--- src/hw/rtl/ucd_pkg.sv ---
`timescale 1ns / 1ps
`default_nettype none

package ucd_pkg;

  // Tile geometry
  localparam int TILE_COLS = 256;
  localparam int TILE_ROWS = 256;
  localparam int COL_W     = $clog2(TILE_COLS);
  localparam int ROW_W     = $clog2(TILE_ROWS);
  localparam int CMP_W     = (ROW_W > COL_W) ? ((ROW_W > 8) ? ROW_W : 8)
                                             : ((COL_W > 8) ? COL_W : 8);

  localparam logic [COL_W-1:0] COL_LAST = COL_W'(TILE_COLS - 1);
  localparam logic [ROW_W-1:0] ROW_LAST = ROW_W'(TILE_ROWS - 1);

  // Datapath widths
  localparam int DATA_W  = 32;
  localparam int DIFF_W  = 34;               // up+down-2u needs two extra bits
  localparam int PROD_W  = DATA_W + DIFF_W;
  localparam int TERM_W  = PROD_W - 16;      // product after the Q16 shift
  localparam int ACC_W   = TERM_W + 3;       // u plus four terms
  localparam int OUT_TDATA_W = 80;

  localparam logic signed [DATA_W-1:0] MINUS_ONE_Q16 = 32'shFFFF0000;
  localparam logic signed [ACC_W-1:0]  SAT_MAX = ACC_W'(64'sd2147483647);
  localparam logic signed [ACC_W-1:0]  SAT_MIN = ACC_W'(-64'sd2147483648);

  // Output queue
  localparam int FIFO_DEPTH = 8;
  localparam int FIFO_PTR_W = $clog2(FIFO_DEPTH);
  localparam int FIFO_CNT_W = FIFO_PTR_W + 1;

  // Register indexes
  localparam int CFG_IDX_W = 3;
  localparam logic [CFG_IDX_W-1:0] REG_KD_ROW    = 3'd0;
  localparam logic [CFG_IDX_W-1:0] REG_KD_COL    = 3'd1;
  localparam logic [CFG_IDX_W-1:0] REG_KC_ROW    = 3'd2;
  localparam logic [CFG_IDX_W-1:0] REG_KC_COL    = 3'd3;
  localparam logic [CFG_IDX_W-1:0] REG_ROW_FIRST = 3'd4;
  localparam logic [CFG_IDX_W-1:0] REG_ROW_LAST  = 3'd5;
  localparam logic [CFG_IDX_W-1:0] REG_COL_FIRST = 3'd6;
  localparam logic [CFG_IDX_W-1:0] REG_COL_LAST  = 3'd7;

  typedef struct packed {
    logic signed [DATA_W-1:0] kd_row;
    logic signed [DATA_W-1:0] kd_col;
    logic signed [DATA_W-1:0] kc_row;
    logic signed [DATA_W-1:0] kc_col;
    logic [7:0]               row_first;
    logic [7:0]               row_last;
    logic [7:0]               col_first;
    logic [7:0]               col_last;
  } cfg_t;

  // Line buffer read request
  typedef struct packed {
    logic                     en;
    logic [ROW_W-1:0]         row;
    logic [COL_W-1:0]         col;
    logic signed [DATA_W-1:0] din;
  } lb_req_t;

  // Line buffer response, in the cycle after the request
  typedef struct packed {
    logic                     valid;
    logic [ROW_W-1:0]         row;
    logic [COL_W-1:0]         col;
    logic signed [DATA_W-1:0] top;
    logic signed [DATA_W-1:0] mid;
    logic signed [DATA_W-1:0] din;
  } lb_rsp_t;

  typedef struct packed {
    logic signed [DATA_W-1:0] running_max;
    logic                     tile_done;
    logic [7:0]               out_col;
    logic [7:0]               out_row;
    logic signed [DATA_W-1:0] new_value;
  } result_t;

endpackage

`default_nettype wire

--- src/hw/rtl/ucd_out_fifo.sv ---
`timescale 1ns / 1ps
`default_nettype none

// Small result queue between the pipeline and the output stream.
module ucd_out_fifo import ucd_pkg::*; (
  input  logic                  clk_i,
  input  logic                  rst_ni,
  input  logic                  push_i,
  input  result_t               data_i,
  input  logic                  pop_i,
  output logic                  valid_o,
  output result_t               data_o,
  output logic [FIFO_CNT_W-1:0] count_o
);

  result_t                 buf_q [FIFO_DEPTH];
  logic [FIFO_PTR_W-1:0]   wr_ptr_q, rd_ptr_q;
  logic [FIFO_CNT_W-1:0]   count_q;

  always_ff @(posedge clk_i) begin
    if (push_i) begin
      buf_q[wr_ptr_q] <= data_i;
    end
  end

  always_ff @(posedge clk_i or negedge rst_ni) begin
    if (!rst_ni) begin
      wr_ptr_q <= '0;
      rd_ptr_q <= '0;
      count_q  <= '0;
    end else begin
      if (push_i) begin
        wr_ptr_q <= wr_ptr_q + FIFO_PTR_W'(1);
      end
      if (pop_i) begin
        rd_ptr_q <= rd_ptr_q + FIFO_PTR_W'(1);
      end
      count_q <= count_q + FIFO_CNT_W'(push_i) - FIFO_CNT_W'(pop_i);
    end
  end

  assign valid_o = (count_q != '0);
  assign data_o  = buf_q[rd_ptr_q];
  assign count_o = count_q;

endmodule

`default_nettype wire

--- config.mk ---
export PLATFORM = sky130hd
export DESIGN_NAME = ucd_out_fifo
export DESIGN_NICKNAME = d
export VERILOG_FILES = /design/src/hw/rtl/ucd_pkg.sv /design/src/hw/rtl/ucd_out_fifo.sv
export SDC_FILE = /design/constraint.sdc
export NUM_CORES = 1
export LEC_CHECK = 0
export ABC_AREA = 1
export BUFFER_PORTS_ARGS = -buffer_cell sky130_fd_sc_hd__clkbuf_2
export CORE_AREA = 2 2 291 293
export DETAILED_ROUTE_END_ITERATION = 8
export DIE_AREA = 0 0 293 295
export GPL_ROUTABILITY_DRIVEN = 0
export GPL_TIMING_DRIVEN = 0
export PLACE_DENSITY = 0.48
export REMOVE_ABC_BUFFERS = 1
export SLEW_MARGIN = 5
export SYNTH_ARGS = -nofsm -noshare
export SYNTH_HDL_FRONTEND = slang
export SYNTH_SLANG_ARGS = --single-unit
--- constraint.sdc ---
create_clock -name clk_i -period 4.8 [get_ports clk_i]
set_clock_uncertainty 0.05 [all_clocks]
set_input_delay 0.96 -clock clk_i [delete_from_list [all_inputs] [get_ports clk_i]]
set_output_delay 0.96 -clock clk_i [all_outputs]
set_load 0.05 [all_outputs]
==> results of run 1 <==
[timing repair]
action,in CTS,in global routing
endpoints found under the setup margin,32,1
gates cloned,2,0
resized for setup,2,1
pin swaps,0,0
setup buffers,1,0
[cells in the mapped netlist, drive strengths merged]
cell    number
nor2         8
ha           7
edfxtp     648
dfrtp       10
a21oi        1
nand3      326
nand2     1065
xor2         4
xnor2        1
fa           1
clkbuf      21
or2          1
o21ai        2
buf        102
inv        665
[final cells by class]
cell class,count,area (sq um),area share
clock buffers,97,2044,0.06032
multi-input cells,1416,5892,0.1738
inverters,665,2525,0.07450
clock inverters,28,206.4,0.006091
repair buffers,224,2147,0.06335
diodes,2,5.005,0.0001477
well taps,1080,1351,0.03987
flip-flops and latches,658,19720,0.5819
[routing by layer]
layer	routed length [microns]	part of all wire	up-vias
li1	-	-	9243
met1	31750	0.44	8869
met2	35070	0.49	376
met3	3784	0.053	102
met4	1370	0.019	10
met5	60	0.00083	-
[logic make-up after synthesis]
logic type,count (synthesis),share of synthesized area
AO/OA/AOI/OAI,3,0.0005206
XOR/XNOR,5,0.001519
adder cells (fa/ha/maj),8,0.003732
buffers and inverters,788,0.1141
flip-flops,658,0.6836
AND/OR/NAND/NOR,1400,0.1965
[registers in the layout (all words and copies together) (netlist names)]
name	cells
wr_ptr_q	3
rd_ptr_q	3
count_o	4
buf_q	648
[report_power, final]
part           internal (W)  total (W)  switching, W
clock               0.00310    0.00532       0.00223
combinational       0.00234    0.00919       0.00685
sequential          0.00697    0.00723      0.000264
[worst max-delay path by stage]
| stage | endpoint | slack, ns | cells past startpoint |
|---|---|---|---|
| after floorplan | data_o[0] | -7.88 | 6 |
| after global placement | data_o[10] | -22.85 | 7 |
| after detailed placement | data_o[10] | 0.24 | 11 |
| after CTS | data_o[75] | 0.12 | 11 |
| after global routing | data_o[30] | 0.08 | 11 |
| final | data_o[10] | 0.29 | 11 |
[metrics by stage]
step / hold slack, ns / total power [W]
after detailed placement: 0.4870 / 0.01661
after global routing: 0.1624 / 0.02304
after global placement: 0.4589 / 0.01470
final: 0.1582 / 0.02174
after floorplan: 0.4396 / 0.01368
after CTS: 0.1311 / 0.02214
==> results.md, run 1 <==
- Outcome: finished, final reports clean
- Synthesized instance count: approximately 2,900
- Via Count: ~19,000
- # setup viols final: 0
- WL/cell: 17.27 microns
- # IOs: 171
- Routed Antenna Nets: 0
- GR met2 Demand/Resource: 0.2862
- DRT Pass-1 Iters: 5
- Slew Viols, Final: 0
- Worst VDD drop: around 0.00045 V
- Slowest stage cell, crit path: dfrtp_4
- CP arrival: ~3.5 ns
- CTS Buffer Depth: 3
- Vias in the first global route: roughly 18,000
- PortBufs: 170
- Placed wire-length estimate: just over 40 mm
- Post-Syn Area: ~0.029 sq mm
- CTS root buffer: clkbuf_16
- Worst R2R End: buf_q[0][20]$_DFFE_PP_
- Cts hold-fix bufs: 0
- Hold Path Class: in2async
- Synthesized area per cell: around 10 sq um
- Via-to-Cell Ratio: ~4.5
- Post-Route WL: between 70 and 80 mm
- Die H: 295 microns
- GRT Overall Usage: 0.1671
- Worst slew pin tran: ~0.65 ns
- H-tree levels: 3
- R2R Setup Slk: around 2.4 ns
- Layout area overhead: 17.55%
- Core region area: roughly 0.083 sq mm
- Synth area leaders: edfxtp_1 (67%), nand2_1 (14%), inv_1 (8.6%)
- Initial Utilization: 0.3467
- Most frequent cells in the layout: nand2_1 (1,065), inv_1 (662), edfxtp_1 (648), nand3_1 (326), clkbuf_2 (170)
- Fin cells: between 4,000 and 5,000
- Setup TNS: 0 ns
- Min cycle time layout: 4.508 ns
- Busiest grt layer: met2
- RSZ-0062 raised after global routing: no
- Total CTS buffers: 76
- Remaining global-route overflow: 0
- Rows: around 110
- Initial antenna violation count: 6
- Fin util: 0.4076
- Critical path class: reg2out
- Final hold vios: 0
- Nets: approximately 3,100
- Post-synth top area cell: edfxtp_1
- Critical path's top delay family: buffers and inverters
- Placed Area: between 0.03 and 0.04 sq mm
- Post-synth cell types: 20
- CP startpoint kind: flop
- Worst r2r src: wr_ptr_q[0]$_DFFE_PN0P_
- CP endpoint kind: primary output
- First-pass GRT wire length: between 100 and 150 mm
- Fmax: between 0.2 and 0.25 GHz
- Largest net degree at the start of global routing: between 100 and 150
- Clk_lat worst skew: approximately 0.61 ns
- Fillers: about 7,900
- Yosys warning count: 0
- Placed cell count: ~4,000
- Required time worst endpoint: roughly 3.8 ns
- Fin worst setup slack: 0.2924 ns
- Crit-path max cell delay: 0.63 ns
- Leak Pwr: 15.51 nW
- DR iter-0 viols: around 1,000
- Met1 usage: 0.2147
- Finished Cell Area: between 0.03 and 0.04 sq mm
- DIE WIDTH: a little under 300 microns
- Top-area cell type share of the netlist area: 0.6749
- # DRC: 0
- CTS sink cnt: between 600 and 700
- Max_cap viols: 0
- Sequential cell area fraction in the yosys report: 0.6836
- TritonCTS clock tree: done
- #FFs+latches synth: about 660
- R2R depth: 5
- Critical Path Source: rd_ptr_q[0]$_DFFE_PN0P_
- Setup WS pre-CTS: about 0.24 ns
- Rel. slew slack: 0.5647
- Final Cycle Share: 0.9391
- Reg clk slew, reported paths: 0.06 ns
- Layout cells sized above 1: 0.1085
- Total die area: slightly below 0.09 sq mm
- Most frequent cell on the critical path: nand2_1
- Grt met3 use: 0.03278
- Most common cell after layout, fill and taps aside: nand2_1
- Power per cell area: ~640 mW/mm^2
- CP Cell Sequence: buf_16 -> buf_12 -> inv_16 -> buf_16 -> buf_16 -> nand2_1 -> nand3_1 -> nand2_1 -> nand2_1 -> nand2_1 -> clkbuf_2
- CP max FO: approximately 90
- Buf/Inv on CP: 6
Power figures use the tool's default switching activity.
==> run 2, diff against run 1 <==
==> constraint.sdc (replaced) <==
create_clock -name clk_i -period 4.8 [get_ports clk_i]
set_clock_uncertainty 0.05 [all_clocks]
set_input_delay 0 -clock clk_i [delete_from_list [all_inputs] [get_ports clk_i]]
set_output_delay 0 -clock clk_i [all_outputs]
set_load 0.05 [all_outputs]
==> run 2 against run 1 <==
Effect of this change:
- utilization is 0.91 points higher
- critical path depth stayed put
- non-clock buffer count grew 82
- largest cell class unchanged
- via count up 1.5%
- final area is 2.2% higher
- combinational power fell by 1%
- global-route usage fell by 0.18 points
- register-to-register slack improved by 0.02 ns
- worst hold slack worse by 0.025 ns
- wire length fell by 1.0%
==> results.md, run 2 (synthesis results as in run 1) <==
- Outcome: finished, final reports clean
- WL/cell: roughly 17 microns
- Fmax: 0.2401 GHz
- Layout area overhead: 20.18%
- PortBufs: 170
- # IOs: approximately 170
- Via-to-Cell Ratio: around 4.4
- Critical path class: reg2out
- Most frequent cells in the layout: nand2_1 (1,065), inv_1 (662), edfxtp_1 (648), nand3_1 (326), clkbuf_2 (170)
- CTS root buffer: clkbuf_16
- Initial Utilization: 0.3467
- Routed Antenna Nets: 0
- Slowest stage cell, crit path: dfrtp_4
- Sequential Area: 0.01972 sq mm
- Max reg flops: 648
- Total CTS buffers: 76
- Placed wire-length estimate: slightly above 40 mm
- Diode count: 0
- Hold Path Class: in2reg
- Initial antenna violation count: 4
- First-pass GRT wire length: about 110 mm
- Rel. slew slack: 0.5541
- Final Cycle Share: 0.8678
- CP Cell Sequence: buf_16 -> buf_12 -> inv_8 -> buf_16 -> buf_16 -> nand2_1 -> nand3_1 -> nand2_1 -> nand2_1 -> nand2_1 -> clkbuf_2
- Most common cell after layout, fill and taps aside: nand2_1
- Total die area: 0.08644 sq mm
- Worst VDD drop: ~0.00043 V
- Final hold vios: 0
- Power per cell area: between 600 and 700 mW/mm^2
- Reg clk slew, reported paths: 0.06 ns
- Required time worst endpoint: ~4.8 ns
- Rows: approximately 110
- CP startpoint kind: flop
- GRT Overall Usage: 0.1653
- RSZ-0062 raised after global routing: no
- Leak Pwr: ~16 nW
- CTS Buffer Depth: 3
- Post-Route WL: a little over 70 mm
- Critical path's top delay family: buffers and inverters
- Via Count: around 19,000
- Max_cap viols: 0
- Placed Area: 0.03155 sq mm
- Largest net degree at the start of global routing: 127
- Buf/Inv on CP: 6
- # DRC: 0
- H-tree levels: 3
- Finished Cell Area: about 0.035 sq mm
- Most frequent cell on the critical path: nand2_1
- Crit-path max cell delay: around 0.72 ns
- DR iter-0 viols: a little under 1,000
- DIE WIDTH: 293 microns
- Clk_lat worst skew: a little over 0.6 ns
- Nets: roughly 3,200
- CTS sink cnt: around 660
- DRT Pass-1 Iters: 5
- Worst slew pin tran: ~0.67 ns
- Vias in the first global route: about 18,000
- Multi-input gate area: 0.005892 sq mm
- CP arrival: between 4 and 5 ns
- Min cycle time layout: 4.165 ns
- TritonCTS clock tree: done
- CP endpoint kind: primary output
- Remaining global-route overflow: 0
- Core region area: approximately 0.083 sq mm
- Minimum hold slack: roughly 0.13 ns
- CP max FO: around 130
- Die H: 295 microns
- Layout cells sized above 1: 0.1047
- Fillers: ~7,900
- Final Power: 0.02167 W
- Slew Viols, Final: 0
- # setup viols final: 0
- Top reg by flops: buf_q
- Resize count post-CTS: 0
==> run 2: final cells by class <==
type	count	share of cell area
Clock buffer	97	0.05901
Clock inverter	28	0.005958
Inverter	665	0.07262
Multi-Input combinational cell	1416	0.1700
Sequential cell	658	0.5692
Tap cell	1080	0.03900
Timing Repair Buffer	306	0.08421
==> run 2: through the flow <==
step / instances / worst slack (ns) / TNS, ns / utilization
6_report: 4250 / 0.6347 / 0 / 0.4167
4_1_cts: 4250 / 0.5222 / 0 / 0.4167
3_5_place_dp: 4040 / 1.202 / 0 / 0.3794
5_1_grt: 4250 / 0.3483 / 0 / 0.4167
2_1_floorplan: 2739 / -6.923 / -564.32 / -
3_3_place_gp: 3989 / -21.89 / -4726.11 / 0.3637
==> run 2: final timing paths <==
kind                       cells past startpoint  slack [ns]               startpoint                       to
setup / recovery                              11        0.63  rd_ptr_q[0]$_DFFE_PN0P_               data_o[10]
hold / removal                                 3        0.13                    pop_i  rd_ptr_q[0]$_DFFE_PN0P_
setup reg to reg                               5        2.42  wr_ptr_q[0]$_DFFE_PN0P_   buf_q[0][20]$_DFFE_PP_
hold reg to reg                                2        0.50  wr_ptr_q[0]$_DFFE_PN0P_  wr_ptr_q[0]$_DFFE_PN0P_
max in group asynchronous                      3        3.98                   rst_ni  rd_ptr_q[0]$_DFFE_PN0P_
min in group asynchronous                      3        0.36                   rst_ni     count_o[3]$_DFF_PN0_
==> run 2: power breakdown <==
group / switching [W] / leakage [nW] / internal (W)
registers: 0.000298 / 6.00 / 0.00697
clock network: 0.00223 / 1.11 / 0.00310
logic: 0.00677 / 8.71 / 0.00231
==> run 2: worst register-to-register path, stage by stage, from the launching register on <==
cell,delay [ns]
dfrtp_1,0.41
or2_2,0.42
nor2_4,0.52
buf_12,0.27
buf_16,0.19
buf_16,0.20
==> run 2: layer usage <==
metal / part of all wire / wire length, microns / vias up / track usage
met1: 0.45 / 32270 / 9016 / 0.2150
met5: 0.00076 / 54 / - / 0
met2: 0.48 / 34540 / 347 / 0.2823
li1: - / - / 9402 / -
met4: 0.020 / 1415 / 8 / 0.04991
met3: 0.043 / 3034 / 99 / 0.02894
==> run 2: timing repair <==
action	in CTS	in global routing
endpoints found under the hold margin	668	0
hold buffers	85	0
buffers inserted	0	0
==> run 3, diff against run 2 <==
CELL_PAD_IN_SITES_DETAIL_PLACEMENT = 1   (was default)
CELL_PAD_IN_SITES_GLOBAL_PLACEMENT = 1   (was default)
PLACE_DENSITY = 0.59   (was 0.48)
==> run 3 against run 2 <==
Effect of this change:
- count of clock-buffer cells in the layout decreased by 3
- clock power down 5.6%
- critical path depth is 1 lower
- utilization fell by 0.33 points
- register-to-register slack lost 0.29 ns
- critical endpoint is now data_o[63]
==> results.md, run 3 (synthesis results as in run 1) <==
- Routed Antenna Nets: 0
- Post-Route WL: 78.24 mm
- Buf/Inv on CP: 5
- CTS Buffer Depth: 3
- CP endpoint kind: primary output
- Die H: slightly below 300 microns
- Outcome: finished, final reports clean
- Minimum hold slack: approximately 0.15 ns
- # setup viols final: 0
- Min cycle time layout: around 3.6 ns
- TritonCTS clock tree: done
- Initial antenna violation count: 6
- Remaining global-route overflow: 0
- CTS sink cnt: 658
- Setup WS pre-CTS: 1.725 ns
- Fmax: 0.2746 GHz
- Final Cycle Share: 0.7586
- Worst Setup EP: data_o[63]
- Slew Viols, Final: 0
- PortBufs: 170
- First-pass GRT wire length: roughly 120 mm
- Most common cell after layout, fill and taps aside: nand2_1
- Sequential Area: 0.01972 sq mm
- # DRC: 0
- Max_cap viols: 0
- Fin worst setup slack: 1.159 ns
- Layout cells sized above 1: 0.1007
- Nets: 3,210
- DRT Pass-1 Iters: 7
- R2R Setup Slk: 2.13 ns
- DIE WIDTH: 293 microns
- Hold Path Class: in2reg
- Required time worst endpoint: roughly 4.8 ns
- Top reg by flops: buf_q
- Fillers: just over 9,000
- Via-to-Cell Ratio: roughly 4.6
- Slowest stage cell, crit path: dfrtp_4
- Multi-input gate area: roughly 0.006 sq mm
- Post-CTS Setup Inserts: 0
- Most frequent cell on the critical path: nand2_1
- DR iter-0 viols: 738
- Reg clk slew, reported paths: roughly 0.060 ns
- Final Power: approximately 0.022 W
- CP Cell Sequence: buf_16 -> buf_16 -> inv_8 -> buf_16 -> nand2_1 -> nand3_1 -> nand2_1 -> nand2_1 -> nand2_1 -> clkbuf_2
- Most frequent cells in the layout: nand2_1 (1,065), inv_1 (662), edfxtp_1 (648), nand3_1 (326), clkbuf_2 (170)
- Placed wire-length estimate: about 47 mm
- Critical Path Source: rd_ptr_q[0]$_DFFE_PN0P_
- Clk_lat worst skew: approximately 0.59 ns
- Largest net degree at the start of global routing: about 140
- Rel. slew slack: 0.3705
- H-tree levels: 3
- Vias in the first global route: roughly 21,000
- Max reg flops: between 600 and 700
- Initial Utilization: 0.3467
- Core region area: roughly 0.083 sq mm
- WL/cell: roughly 18 microns
- CP startpoint kind: flop
- Power per cell area: about 630 mW/mm^2
- Total CTS buffers: 73
- Critical path's top delay family: buffers and inverters
- Resize count post-CTS: 0
- GRT Overall Usage: 0.1821
- Total die area: between 0.08 and 0.09 sq mm
- WP depth: 10
- Leak Pwr: ~16 nW
- Hold path startpoint: pop_i
- Worst R2R End: buf_q[2][48]$_DFFE_PP_
- Worst r2r src: wr_ptr_q[0]$_DFFE_PN0P_
- Hold Path Stages: 3
- CP max FO: between 100 and 150
- R2R depth: 6
- RSZ-0062 raised after global routing: no
- # IOs: 171
- CP arrival: about 3.6 ns
- Worst slew pin tran: ~0.94 ns
- Via Count: 19,662
- Rows: around 110
- Critical path class: reg2out
- Layout area overhead: 19.22%
- Crit-path max cell delay: about 0.64 ns
- Worst VDD drop: 0.0005894 V
- Final hold vios: 0
- CTS root buffer: clkbuf_16
## run 3: changes by cell type in the layout (fill, tap and decap cells not counted), moves of 2 or more
cell        delta
clkbuf_16      -4
clkinv_2       -5
inv_6          -2
diode_2        +3
clkinvlp_4     +2
buf_12         +5
buf_16         -8
## run 3: area by class of cell
class	count	area share
diodes	3	0.0002184
clock buffers	94	0.05667
clock inverters	22	0.003968
inverters	665	0.07334
multi-input cells	1416	0.1714
flip-flops and latches	658	0.5737
well taps	1080	0.03931
repair buffers	303	0.08139
## run 3: worst min path at each step
stage,endpoint,slack (ns)
global route,buf_q[3][4]$_DFFE_PP_,0.15
CTS,rd_ptr_q[0]$_DFFE_PN0P_,0.11
detailed placement,count_o[3]$_DFF_PN0_,-0.16
finish,rd_ptr_q[0]$_DFFE_PN0P_,0.15
floorplan,count_o[0]$_DFF_PN0_,-0.35
global placement,count_o[3]$_DFF_PN0_,-0.17
## run 3: where the power goes
part           internal (W)  leakage (nW)  switching (W)
combinational       0.00228          8.66        0.00692
sequential          0.00697          6.00       0.000323
clock               0.00289          1.01        0.00214
## run 3: tightest hold or removal path, stage by stage
cell           delay, ns
dlygate4sd3_1       0.53
clkbuf_2            0.15
xor2_1              0.07
## run 3: stage by stage
stage	std cells	instance area, sq um	utilization	setup TNS (ns)
2_1_floorplan	2739	28040	-	-564.32
6_report	4241	34370	0.4134	0
3_3_place_gp	3989	30240	0.3637	-4860.65
4_1_cts	4238	34370	0.4133	0
3_5_place_dp	4037	31430	0.3780	0
5_1_grt	4240	34370	0.4133	0
## run 3: repair_timing
action	4_1_cts	5_1_grt
endpoints found under the hold margin	668	0
setup endpoints to repair	0	0
hold buffers	85	0
## run 3: per-layer routing
metal,vias up,part of all wire,track usage
met5,-,0.00059,0
met4,8,0.023,0.05779
met3,131,0.035,0.02969
met2,268,0.51,0.3309
met1,9859,0.43,0.2202
li1,9396,-,-
